### src/design/dsst_pkg.sv
`timescale 1ns / 1ps
// ----------------------------------------------------------------------------
// dsst_pkg
// Shared types, constants and helpers for the deployment signal state tracker.
// ----------------------------------------------------------------------------
package dsst_pkg;

    localparam int COUNT_BITS_DEF  = 16;
    localparam int HEIGHT_BITS_DEF = 31;
    localparam int REM_STEP_BITS   = 4;

    localparam int CFG_W        = 64;
    localparam int CFG_IDX_W    = 3;
    localparam int VER_W        = 32;
    localparam int TIME_W       = 63;
    localparam int PERIOD_W     = 16;
    localparam int CFG_H_W      = 31;
    localparam int BIT_SEL_W    = 5;
    localparam int STATE_CODE_W = 3;

    localparam logic [2:0] VER_TOP_PATTERN = 3'b001;

    localparam logic signed [CFG_W-1:0] START_ALWAYS = -64'sd1;
    localparam logic signed [CFG_W-1:0] START_NEVER  = -64'sd2;

    localparam logic [CFG_W-1:0]    START_TIME_RST = 64'hFFFF_FFFF_FFFF_FFFE;
    localparam logic [TIME_W-1:0]   TIMEOUT_RST    = {TIME_W{1'b1}};
    localparam logic [PERIOD_W-1:0] PERIOD_RST     = 16'd2016;
    localparam logic [PERIOD_W-1:0] THRESH_RST     = 16'd1916;
    localparam logic [CFG_H_W-1:0]  H_ALL_ONES     = {CFG_H_W{1'b1}};

    typedef enum logic [CFG_IDX_W-1:0] {
        CFG_START_TIME    = 3'd0,
        CFG_TIMEOUT_TIME  = 3'd1,
        CFG_PERIOD_LENGTH = 3'd2,
        CFG_THRESHOLD     = 3'd3,
        CFG_MIN_ACT       = 3'd4,
        CFG_MAX_ACT       = 3'd5,
        CFG_ACT_DURATION  = 3'd6,
        CFG_SIGNAL_BIT    = 3'd7
    } t_cfg_idx;

    typedef enum logic [5:0] {
        ST_DEFINED = 6'b000001,
        ST_STARTED = 6'b000010,
        ST_LOCKED  = 6'b000100,
        ST_ACTIVE  = 6'b001000,
        ST_FAILED  = 6'b010000,
        ST_EXPIRED = 6'b100000
    } t_state;

    localparam logic [STATE_CODE_W-1:0] CODE_DEFINED = 3'd0;
    localparam logic [STATE_CODE_W-1:0] CODE_STARTED = 3'd1;
    localparam logic [STATE_CODE_W-1:0] CODE_LOCKED  = 3'd2;
    localparam logic [STATE_CODE_W-1:0] CODE_ACTIVE  = 3'd3;
    localparam logic [STATE_CODE_W-1:0] CODE_FAILED  = 3'd4;
    localparam logic [STATE_CODE_W-1:0] CODE_EXPIRED = 3'd5;

    function automatic logic [STATE_CODE_W-1:0] state_code(input t_state st);
        logic [STATE_CODE_W-1:0] code;
        case (st)
            ST_DEFINED: code = CODE_DEFINED;
            ST_STARTED: code = CODE_STARTED;
            ST_LOCKED:  code = CODE_LOCKED;
            ST_ACTIVE:  code = CODE_ACTIVE;
            ST_FAILED:  code = CODE_FAILED;
            ST_EXPIRED: code = CODE_EXPIRED;
            default:    code = CODE_DEFINED;
        endcase
        return code;
    endfunction

endpackage

### src/design/dsst_rem_pipe.sv
`timescale 1ns / 1ps
// ----------------------------------------------------------------------------
// dsst_rem_pipe
// Pipelined remainder unit: STEP_BITS restoring steps per stage, side data
// carried along, per-stage valid with bubble collapsing.
// ----------------------------------------------------------------------------
module dsst_rem_pipe #(
    parameter int DIVIDEND_W = dsst_pkg::HEIGHT_BITS_DEF,
    parameter int DIVISOR_W  = dsst_pkg::PERIOD_W,
    parameter int SIDE_W     = dsst_pkg::TIME_W + 1,
    parameter int STEP_BITS  = dsst_pkg::REM_STEP_BITS
) (
    input  logic                  i_clk,
    input  logic                  i_rst_n,
    input  logic [DIVISOR_W-1:0]  i_divisor,
    input  logic                  i_in_valid,
    output logic                  o_in_stall,
    input  logic [DIVIDEND_W-1:0] i_num,
    input  logic [SIDE_W-1:0]     i_side,
    output logic                  o_out_valid,
    input  logic                  i_out_stall,
    output logic [DIVIDEND_W-1:0] o_num,
    output logic [DIVISOR_W-1:0]  o_rem,
    output logic [SIDE_W-1:0]     o_side
);

    localparam int STAGES = (DIVIDEND_W + STEP_BITS - 1) / STEP_BITS;
    localparam int PAD_W  = STAGES * STEP_BITS;

    logic [STAGES-1:0]     s_vld;
    logic [DIVISOR_W-1:0]  s_rem  [STAGES];
    logic [DIVIDEND_W-1:0] s_num  [STAGES];
    logic [SIDE_W-1:0]     s_side [STAGES];
    logic [STAGES:0]       en;

    always_comb begin
        en[STAGES] = !i_out_stall;
        for (int k = STAGES - 1; k >= 0; k--) begin
            en[k] = !s_vld[k] || en[k+1];
        end
    end

    for (genvar g = 0; g < STAGES; g++) begin : g_stage
        logic                  vld_in;
        logic [DIVISOR_W-1:0]  rem_in;
        logic [DIVIDEND_W-1:0] num_in;
        logic [SIDE_W-1:0]     side_in;
        logic [DIVISOR_W-1:0]  n_rem;
        logic [PAD_W-1:0]      num_pad;
        logic [DIVISOR_W:0]    trial;
        logic                  r_vld;
        logic [DIVISOR_W-1:0]  r_rem;
        logic [DIVIDEND_W-1:0] r_num;
        logic [SIDE_W-1:0]     r_side;

        if (g == 0) begin : g_first
            assign vld_in  = i_in_valid;
            assign rem_in  = '0;
            assign num_in  = i_num;
            assign side_in = i_side;
        end else begin : g_next
            assign vld_in  = s_vld[g-1];
            assign rem_in  = s_rem[g-1];
            assign num_in  = s_num[g-1];
            assign side_in = s_side[g-1];
        end

        always_comb begin
            num_pad = PAD_W'(num_in);
            n_rem   = rem_in;
            trial   = '0;
            for (int j = 0; j < STEP_BITS; j++) begin
                trial = {n_rem, num_pad[PAD_W - 1 - g * STEP_BITS - j]};
                if (trial >= {1'b0, i_divisor}) begin
                    trial = trial - {1'b0, i_divisor};
                end
                n_rem = trial[DIVISOR_W-1:0];
            end
        end

        always_ff @(posedge i_clk) begin
            if (!i_rst_n) begin
                r_vld <= 1'b0;
            end else if (en[g]) begin
                r_vld <= vld_in;
            end
        end

        always_ff @(posedge i_clk) begin
            if (en[g]) begin
                r_rem  <= n_rem;
                r_num  <= num_in;
                r_side <= side_in;
            end
        end

        assign s_vld[g]  = r_vld;
        assign s_rem[g]  = r_rem;
        assign s_num[g]  = r_num;
        assign s_side[g] = r_side;
    end

    assign o_in_stall  = !en[0];
    assign o_out_valid = s_vld[STAGES-1];
    assign o_rem       = s_rem[STAGES-1];
    assign o_num       = s_num[STAGES-1];
    assign o_side      = s_side[STAGES-1];

    a_rem_below_divisor: assert property (@(posedge i_clk) disable iff (!i_rst_n)
        o_out_valid && (i_divisor != '0) |-> o_rem < i_divisor)
        else $error("remainder not below divisor");

    a_stall_only_when_full: assert property (@(posedge i_clk) disable iff (!i_rst_n)
        o_in_stall |-> s_vld[0])
        else $error("input stalled with empty first stage");

    a_reset_empties: assert property (@(posedge i_clk)
        !i_rst_n |=> !o_out_valid)
        else $error("pipeline holds an item after reset");

endmodule

### src/design/deployment_signal_state_tracker_core.sv
`timescale 1ns / 1ps
// ----------------------------------------------------------------------------
// deployment_signal_state_tracker_core
// Version-bits deployment state tracker: per-period signal counting and
// state transitions at period ends, one block per item.
//
// Structure: the pipelined height-modulo-period unit followed by the
//   state/result stage.
// Throughput: one item per cycle; stalls only when the output is held.
// Reset: synchronous, clears pipeline, state and counters; restores the
//   configuration registers to their documented defaults.
// ----------------------------------------------------------------------------
module deployment_signal_state_tracker_core #(
    parameter int COUNT_BITS  = dsst_pkg::COUNT_BITS_DEF,
    parameter int HEIGHT_BITS = dsst_pkg::HEIGHT_BITS_DEF
) (
    input  logic                              i_clk,
    input  logic                              i_rst_n,
    input  logic                              i_cfg_we,
    input  logic [dsst_pkg::CFG_IDX_W-1:0]    i_cfg_idx,
    input  logic [dsst_pkg::CFG_W-1:0]        i_cfg_data,
    input  logic                              i_valid,
    output logic                              o_stall,
    input  logic [dsst_pkg::VER_W-1:0]        i_block_version,
    input  logic [dsst_pkg::TIME_W-1:0]       i_median_time,
    input  logic [HEIGHT_BITS-1:0]            i_block_height,
    output logic                              o_valid,
    input  logic                              i_stall,
    output logic [dsst_pkg::STATE_CODE_W-1:0] o_next_state,
    output logic [HEIGHT_BITS-1:0]            o_state_since_height,
    output logic [COUNT_BITS-1:0]             o_period_signal_count,
    output logic [dsst_pkg::PERIOD_W-1:0]     o_period_elapsed,
    output logic                              o_still_possible,
    output logic                              o_version_signal
);
    import dsst_pkg::*;

    localparam int SIDE_W = TIME_W + 1;
    localparam int WIDE_W = 34;

    // configuration
    logic signed [CFG_W-1:0] r_start_time;
    logic [TIME_W-1:0]       r_timeout;
    logic [PERIOD_W-1:0]     r_period;
    logic [PERIOD_W-1:0]     r_threshold;
    logic [CFG_H_W-1:0]      r_min_act;
    logic [CFG_H_W-1:0]      r_max_act;
    logic [CFG_H_W-1:0]      r_duration;
    logic [BIT_SEL_W-1:0]    r_signal_bit;

    always_ff @(posedge i_clk) begin
        if (!i_rst_n) begin
            r_start_time <= START_TIME_RST;
            r_timeout    <= TIMEOUT_RST;
            r_period     <= PERIOD_RST;
            r_threshold  <= THRESH_RST;
            r_min_act    <= '0;
            r_max_act    <= H_ALL_ONES;
            r_duration   <= H_ALL_ONES;
            r_signal_bit <= '0;
        end else if (i_cfg_we) begin
            case (t_cfg_idx'(i_cfg_idx))
                CFG_START_TIME:    r_start_time <= i_cfg_data;
                CFG_TIMEOUT_TIME:  r_timeout    <= i_cfg_data[TIME_W-1:0];
                CFG_PERIOD_LENGTH: r_period     <= i_cfg_data[PERIOD_W-1:0];
                CFG_THRESHOLD:     r_threshold  <= i_cfg_data[PERIOD_W-1:0];
                CFG_MIN_ACT:       r_min_act    <= i_cfg_data[CFG_H_W-1:0];
                CFG_MAX_ACT:       r_max_act    <= i_cfg_data[CFG_H_W-1:0];
                CFG_ACT_DURATION:  r_duration   <= i_cfg_data[CFG_H_W-1:0];
                CFG_SIGNAL_BIT:    r_signal_bit <= i_cfg_data[BIT_SEL_W-1:0];
                default: ;
            endcase
        end
    end

    logic [PERIOD_W-1:0] period_eff;
    logic                in_sig;
    logic                fixed_mode;

    assign period_eff = (r_period == '0) ? PERIOD_W'(1) : r_period;
    assign in_sig     = (i_block_version[VER_W-1 -: 3] == VER_TOP_PATTERN)
                        && i_block_version[r_signal_bit];
    assign fixed_mode = (r_start_time == START_ALWAYS) || (r_start_time == START_NEVER);

    // height modulo period
    logic                   p_valid;
    logic                   p_stall;
    logic [HEIGHT_BITS-1:0] p_height;
    logic [PERIOD_W-1:0]    p_pos;
    logic [SIDE_W-1:0]      p_side;

    dsst_rem_pipe #(
        .DIVIDEND_W (HEIGHT_BITS),
        .DIVISOR_W  (PERIOD_W),
        .SIDE_W     (SIDE_W),
        .STEP_BITS  (REM_STEP_BITS)
    ) u_rem_pipe (
        .i_clk       (i_clk),
        .i_rst_n     (i_rst_n),
        .i_divisor   (period_eff),
        .i_in_valid  (i_valid),
        .o_in_stall  (o_stall),
        .i_num       (i_block_height),
        .i_side      ({in_sig, i_median_time}),
        .o_out_valid (p_valid),
        .i_out_stall (p_stall),
        .o_num       (p_height),
        .o_rem       (p_pos),
        .o_side      (p_side)
    );

    // tracker state
    t_state                 r_state;
    logic [HEIGHT_BITS-1:0] r_since;
    logic [COUNT_BITS-1:0]  r_count;
    logic [HEIGHT_BITS-1:0] r_ash;
    logic                   r_out_valid;

    t_state                 n_state;
    t_state                 tgt;
    logic [HEIGHT_BITS-1:0] n_since;
    logic [COUNT_BITS-1:0]  n_count;
    logic [COUNT_BITS-1:0]  count_base;
    logic [HEIGHT_BITS-1:0] n_ash;
    logic                   cap;
    logic                   b_sig;
    logic [TIME_W-1:0]      b_mtp;
    logic [PERIOD_W-1:0]    elapsed;
    logic                   period_end;
    logic [HEIGHT_BITS-1:0] nh;
    logic                   before_start;
    logic                   thresh_met;
    logic                   forced_lock;
    logic                   timed_out;
    logic                   min_reached;
    logic                   expired;
    logic [32:0]            max_minus_p;
    logic [32:0]            expire_at;
    logic [WIDE_W-1:0]      sp_lhs;
    logic [WIDE_W-1:0]      sp_rhs;
    logic [STATE_CODE_W-1:0] n_code;
    logic [HEIGHT_BITS-1:0]  n_out_since;

    assign cap     = p_valid && !p_stall;
    assign p_stall = r_out_valid && i_stall;
    assign b_sig   = p_side[SIDE_W-1];
    assign b_mtp   = p_side[TIME_W-1:0];

    always_comb begin
        elapsed    = p_pos + PERIOD_W'(1);
        period_end = (elapsed == period_eff);
        nh         = (p_height == '1) ? p_height : p_height + HEIGHT_BITS'(1);

        count_base = (p_pos == '0) ? '0 : r_count;
        n_count    = (b_sig && (count_base != '1)) ? count_base + COUNT_BITS'(1)
                                                   : count_base;

        before_start = $signed({1'b0, b_mtp}) < r_start_time;
        thresh_met   = WIDE_W'(n_count) >= WIDE_W'(r_threshold);
        max_minus_p  = 33'(r_max_act) - 33'(period_eff);
        forced_lock  = (r_max_act != H_ALL_ONES)
                       && ($signed(33'(nh)) >= $signed(max_minus_p));
        timed_out    = b_mtp >= r_timeout;
        min_reached  = 32'(nh) >= 32'(r_min_act);
        expire_at    = 33'(r_ash) + 33'(r_duration);
        expired      = (r_duration != H_ALL_ONES) && (33'(nh) >= expire_at);

        tgt   = r_state;
        n_ash = r_ash;
        if (!fixed_mode && period_end) begin
            if (before_start) begin
                tgt = ST_DEFINED;
            end else begin
                case (r_state)
                    ST_DEFINED: tgt = ST_STARTED;
                    ST_STARTED: begin
                        if (thresh_met || forced_lock) begin
                            tgt = ST_LOCKED;
                        end else if (timed_out) begin
                            tgt = ST_FAILED;
                        end
                    end
                    ST_LOCKED: begin
                        if (min_reached) begin
                            tgt   = ST_ACTIVE;
                            n_ash = nh;
                        end
                    end
                    ST_ACTIVE: begin
                        if (expired) begin
                            tgt = ST_EXPIRED;
                        end
                    end
                    default: ;
                endcase
            end
        end

        n_state = r_state;
        n_since = r_since;
        if (tgt != r_state) begin
            n_state = tgt;
            n_since = (tgt == ST_DEFINED) ? '0 : nh;
        end

        if (r_start_time == START_ALWAYS) begin
            n_code      = CODE_ACTIVE;
            n_out_since = '0;
        end else if (r_start_time == START_NEVER) begin
            n_code      = CODE_FAILED;
            n_out_since = '0;
        end else begin
            n_code      = state_code(n_state);
            n_out_since = (n_state == ST_DEFINED) ? '0 : n_since;
        end

        sp_lhs = WIDE_W'(period_eff) - WIDE_W'(r_threshold);
        sp_rhs = WIDE_W'(elapsed) - WIDE_W'(n_count);
    end

    always_ff @(posedge i_clk) begin
        if (!i_rst_n) begin
            r_state     <= ST_DEFINED;
            r_since     <= '0;
            r_count     <= '0;
            r_ash       <= '0;
            r_out_valid <= 1'b0;
        end else begin
            if (cap) begin
                r_state     <= n_state;
                r_since     <= n_since;
                r_count     <= n_count;
                r_ash       <= n_ash;
                r_out_valid <= 1'b1;
            end else if (!i_stall) begin
                r_out_valid <= 1'b0;
            end
        end
    end

    always_ff @(posedge i_clk) begin
        if (cap) begin
            o_next_state          <= n_code;
            o_state_since_height  <= n_out_since;
            o_period_signal_count <= n_count;
            o_period_elapsed      <= elapsed;
            o_still_possible      <= $signed(sp_lhs) >= $signed(sp_rhs);
            o_version_signal      <= !fixed_mode
                                     && ((n_code == CODE_STARTED) || (n_code == CODE_LOCKED));
        end
    end

    assign o_valid = r_out_valid;

    a_version_signal_state: assert property (@(posedge i_clk) disable iff (!i_rst_n)
        o_valid && o_version_signal |->
            (o_next_state == CODE_STARTED) || (o_next_state == CODE_LOCKED))
        else $error("version signal outside started or locked state");

    a_defined_since_zero: assert property (@(posedge i_clk) disable iff (!i_rst_n)
        o_valid && (o_next_state == CODE_DEFINED) |-> (o_state_since_height == '0))
        else $error("defined state with nonzero since height");

    a_elapsed_nonzero: assert property (@(posedge i_clk) disable iff (!i_rst_n)
        o_valid |-> (o_period_elapsed != '0))
        else $error("period elapsed is zero");

    a_state_holds_without_item: assert property (@(posedge i_clk) disable iff (!i_rst_n)
        !cap |=> $stable(r_state) && $stable(r_count))
        else $error("tracker state changed without an item");

endmodule
### config.mk
export PLATFORM = sky130hd
export DESIGN_NAME = deployment_signal_state_tracker_core
export DESIGN_NICKNAME = d
export VERILOG_FILES = /design/src/design/dsst_pkg.sv /design/src/design/dsst_rem_pipe.sv /design/src/design/deployment_signal_state_tracker_core.sv
export SDC_FILE = /design/constraint.sdc
export NUM_CORES = 2
export LEC_CHECK = 0
export BUFFER_PORTS_ARGS = -buffer_cell sky130_fd_sc_hd__buf_2
export CORE_UTILIZATION = 35
export DETAILED_ROUTE_END_ITERATION = 6
export PLACE_DENSITY = 0.5
export RECOVER_POWER = 100
export SLEW_MARGIN = 25
export SYNTH_ARGS = -nofsm -noshare
export SYNTH_HDL_FRONTEND = slang
export SYNTH_SLANG_ARGS = --single-unit
export TNS_END_PERCENT = 50
### constraint.sdc
create_clock -name i_clk -period 14.05 [get_ports i_clk]
set_input_delay 2.1075 -clock i_clk [delete_from_list [all_inputs] [get_ports i_clk]]
set_output_delay 2.1075 -clock i_clk [all_outputs]
set_load 0.02 [all_outputs]
==> results.toml <==
[finish]
final_nets = 9262
fillers = 22435
area_growth_pct = 12.8
layout-drive-gt1-share_pct = 10.6

[grt]
antenna_found_initial = 16
grt.overflow.total = 0
grt_pass1_vias = 59040
grt_max_degree = 159
grtUsageTotal_pct = 20.6
grt_pass1_wl_mm = 366

[floorplan]
ios = 268
die_x_um = 483
coreArea_sq_um = 230000
start_util_pct = 35.2
die_h_um = 483
row_count = 176
die-area_sq_um = 234000

[job]
drv_cap = 22

[synthesis]
seq_area_frac_synth_pct = 44.0
ys_warn_count = 0
syn_avg_cell_area_sq_um = 10.3
async_flop_share_pct = 0
yosysUniqueCellTypes = 118
synth_flop_cell = "edfxtp_1"
syn_area_sq_um = 81100
syn_inst = 7846
synth_edf_count = 956
synth_seq_cells = 1306

[clock_network]
clockRootBuffer = "clkbuf_16"
cts_sinks = 1306
clk_latency_ns = 0.84
path_clk_slew_ns = 0.05
cts_buffers = 152
cts_tree = "yes"
ctsHtreeMaxLevel = 4
cts.path.max_buffers = 3

[setup_path]
endpoint_kind = "register"
slowest_stage = "a2111oi_4"
crit_type = "reg2reg"
slowest_delay_ns = 0.67
cp_max_fo = 16
cp.required_ns = 14.58
arrival_ns = 13.56
startpoint_type = "register"

[place]
hpwl_mm = 187
portBuffers = 267
gp_congestion = 0.926

[timing]
rsz0062_at_grt = "false"
slew_viol_final = 1319
setup_viol = 0
fin_skew_ns = 0.0634
min_period_over_period_pct = 92.8
final_hold_viol_count = 0
final.setup.tns_ns = 0
max_slew.worst_pin.slew_ns = 7.00
min_period_ns = 13.03
relSlewSlack_pct = -367
fmax_ghz = 0.0767

[routing]
vias_per_cell = 5.37
vias = 60952
drt-total-wl_mm = 247
ant_nets = 0
drt_iter0_drc = 4344
drt-pass1-iter-count = 6
post_drt_wl_per_cell_um = 21.7
drc = 0

[outcome]
outcome = "finished, violations left"
violations = "max-capacitance violations, max-slew violations"

[worst_hold_path]
hold_class = "reg2reg"
cell usage in the layout, fill, tap and decap left out, drive strengths merged, types with 42 or more instances in the layout:
master    n
edfxtp  956
ha      831
nand2   785
a21oi   509
inv     488
nor2    431
o21ai   392
dfxtp   350
xnor2   323
buf     303
clkbuf  299
mux2    196
xor2    193
a21o    189
o211ai  188
nand3   185
nand4   159
nor2b   139
nor3    136
mux2i   113
o21a     97
nand2b   85
a21boi   82
clkinv   57
a211oi   52
and3     49
o21bai   49
or3      48
nor4     47
or2      42
worst paths after layout:
path	start	to	slack, ns	depth (start not counted)
max	r_period[11]$_SDFFE_PN0P_	u_rem_pipe.g_stage[6].r_rem[11]$_DFFE_PP_	1.02	49
min	u_rem_pipe.g_stage[4].r_num[27]$_DFFE_PP_	u_rem_pipe.g_stage[5].r_num[27]$_DFFE_PP_	0.38	0
max reg2reg	r_period[11]$_SDFFE_PN0P_	u_rem_pipe.g_stage[6].r_rem[11]$_DFFE_PP_	1.02	49
min reg2reg	u_rem_pipe.g_stage[4].r_num[27]$_DFFE_PP_	u_rem_pipe.g_stage[5].r_num[27]$_DFFE_PP_	0.38	0
sequential cells by signal, indices dropped and copies added, names as in the netlist, 6 cells and up:
register,flops
r_duration,31
o_period_signal_count,16
r_start_time,64
r_since,31
u_rem_pipe.g_stage.r_rem,112
r_threshold,16
r_timeout,63
u_rem_pipe.g_stage.r_num,217
o_state_since_height,31
u_rem_pipe.o_side,64
u_rem_pipe.g_stage.r_vld,7
r_period,16
u_rem_pipe.o_num,31
r_count,16
u_rem_pipe.g_stage.r_side,448
r_max_act,31
r_ash,31
u_rem_pipe.o_rem,16
o_period_elapsed,16
r_min_act,31
r_state,6
worst max-delay path: cells and delay by family (launching register included):
kind	cells	cell delay, ns
fa+ha+maj	4	1.12
buf+inv	5	0.94
mux	3	1.27
simple gates	11	2.41
flops	1	0.37
compound gates	26	6.57
layout make-up:
class / instances / area, sq um / area share (%)
multi-input combinational: 5844 / 42600 / 46.6
sequential: 1306 / 35700 / 39.0
clock buffer: 190 / 4010 / 4.38
tap: 3026 / 3790 / 4.14
timing repair buffer: 412 / 2290 / 2.50
inverter: 482 / 1820 / 1.98
clock inverter: 95 / 1240 / 1.36
antenna: 4 / 10.0 / 0.0109
metrics by stage:
step	hold WS (ns)	setup WS (ns)	instance area [sq um]	cells	util, %
finish	0.384	1.02	91500	11359	39.8
global route	0.386	0.0614	91500	11358	39.8
CTS	0.380	0.898	91700	11351	39.9
detailed placement	0.405	0.983	86500	11066	37.6
global placement	0.401	1.19	86500	11066	37.6
floorplan	0.400	1.74	81100	7852	-
routing by layer:
metal	up-vias	track usage, %	wire length (um)
li1	29763	-	-
met1	29351	28.5	117000
met2	1471	33.1	111000
met3	365	2.51	10600
met4	2	6.62	8130
met5	-	0	12
kinds of logic after synthesis:
logic type,synth area share [%]
other,0.00462
buffers and inverters,3.38
AOI/OAI and AO/OA,15.7
muxes,4.45
xor gates and xnor gates,5.58
adders and majority gates,13.7
DFF,44.0
and+or+nand+nor,13.2
cells in the mapped netlist (19+ instances only):
master	count	area share, %
o31ai_1	28	0.26
a211oi_1	50	0.46
o31a_1	23	0.25
o211ai_1	188	1.7
a31oi_1	36	0.28
xor2_1	192	2.1
a211o_1	19	0.21
nor2_1	425	2.0
o21bai_1	48	0.44
nor2b_1	139	1.1
and2_1	34	0.26
o21a_1	97	0.90
a21boi_0	81	0.75
nor3_1	133	0.82
mux2i_1	113	1.4
nor4_1	47	0.36
ha_1	831	13
o21ai_0	385	2.4
clkbuf_1	175	0.81
o221ai_1	26	0.28
edfxtp_1	956	35
inv_1	482	2.2
nand2b_1	85	0.66
nand3_1	184	1.1
mux2_2	183	2.5
dfxtp_1	350	8.6
a22oi_1	25	0.23
and4_1	22	0.24
or2_2	40	0.31
a21o_1	189	1.7
o2bb2ai_1	29	0.31
nand4_1	157	1.2
or3_1	47	0.36
a21oi_1	508	3.1
and3_1	49	0.38
fa_1	35	0.86
xnor2_1	323	3.5
nand2_1	783	3.6
timing repair:
item,CTS,global route
gates resized for setup,0,2
setup buffers,0,4
setup endpoints to repair,0,56
hold buffers,0,0
Power is not shown: default switching activity piles up to over one toggle a cycle in this logic, so the estimate is an artifact.
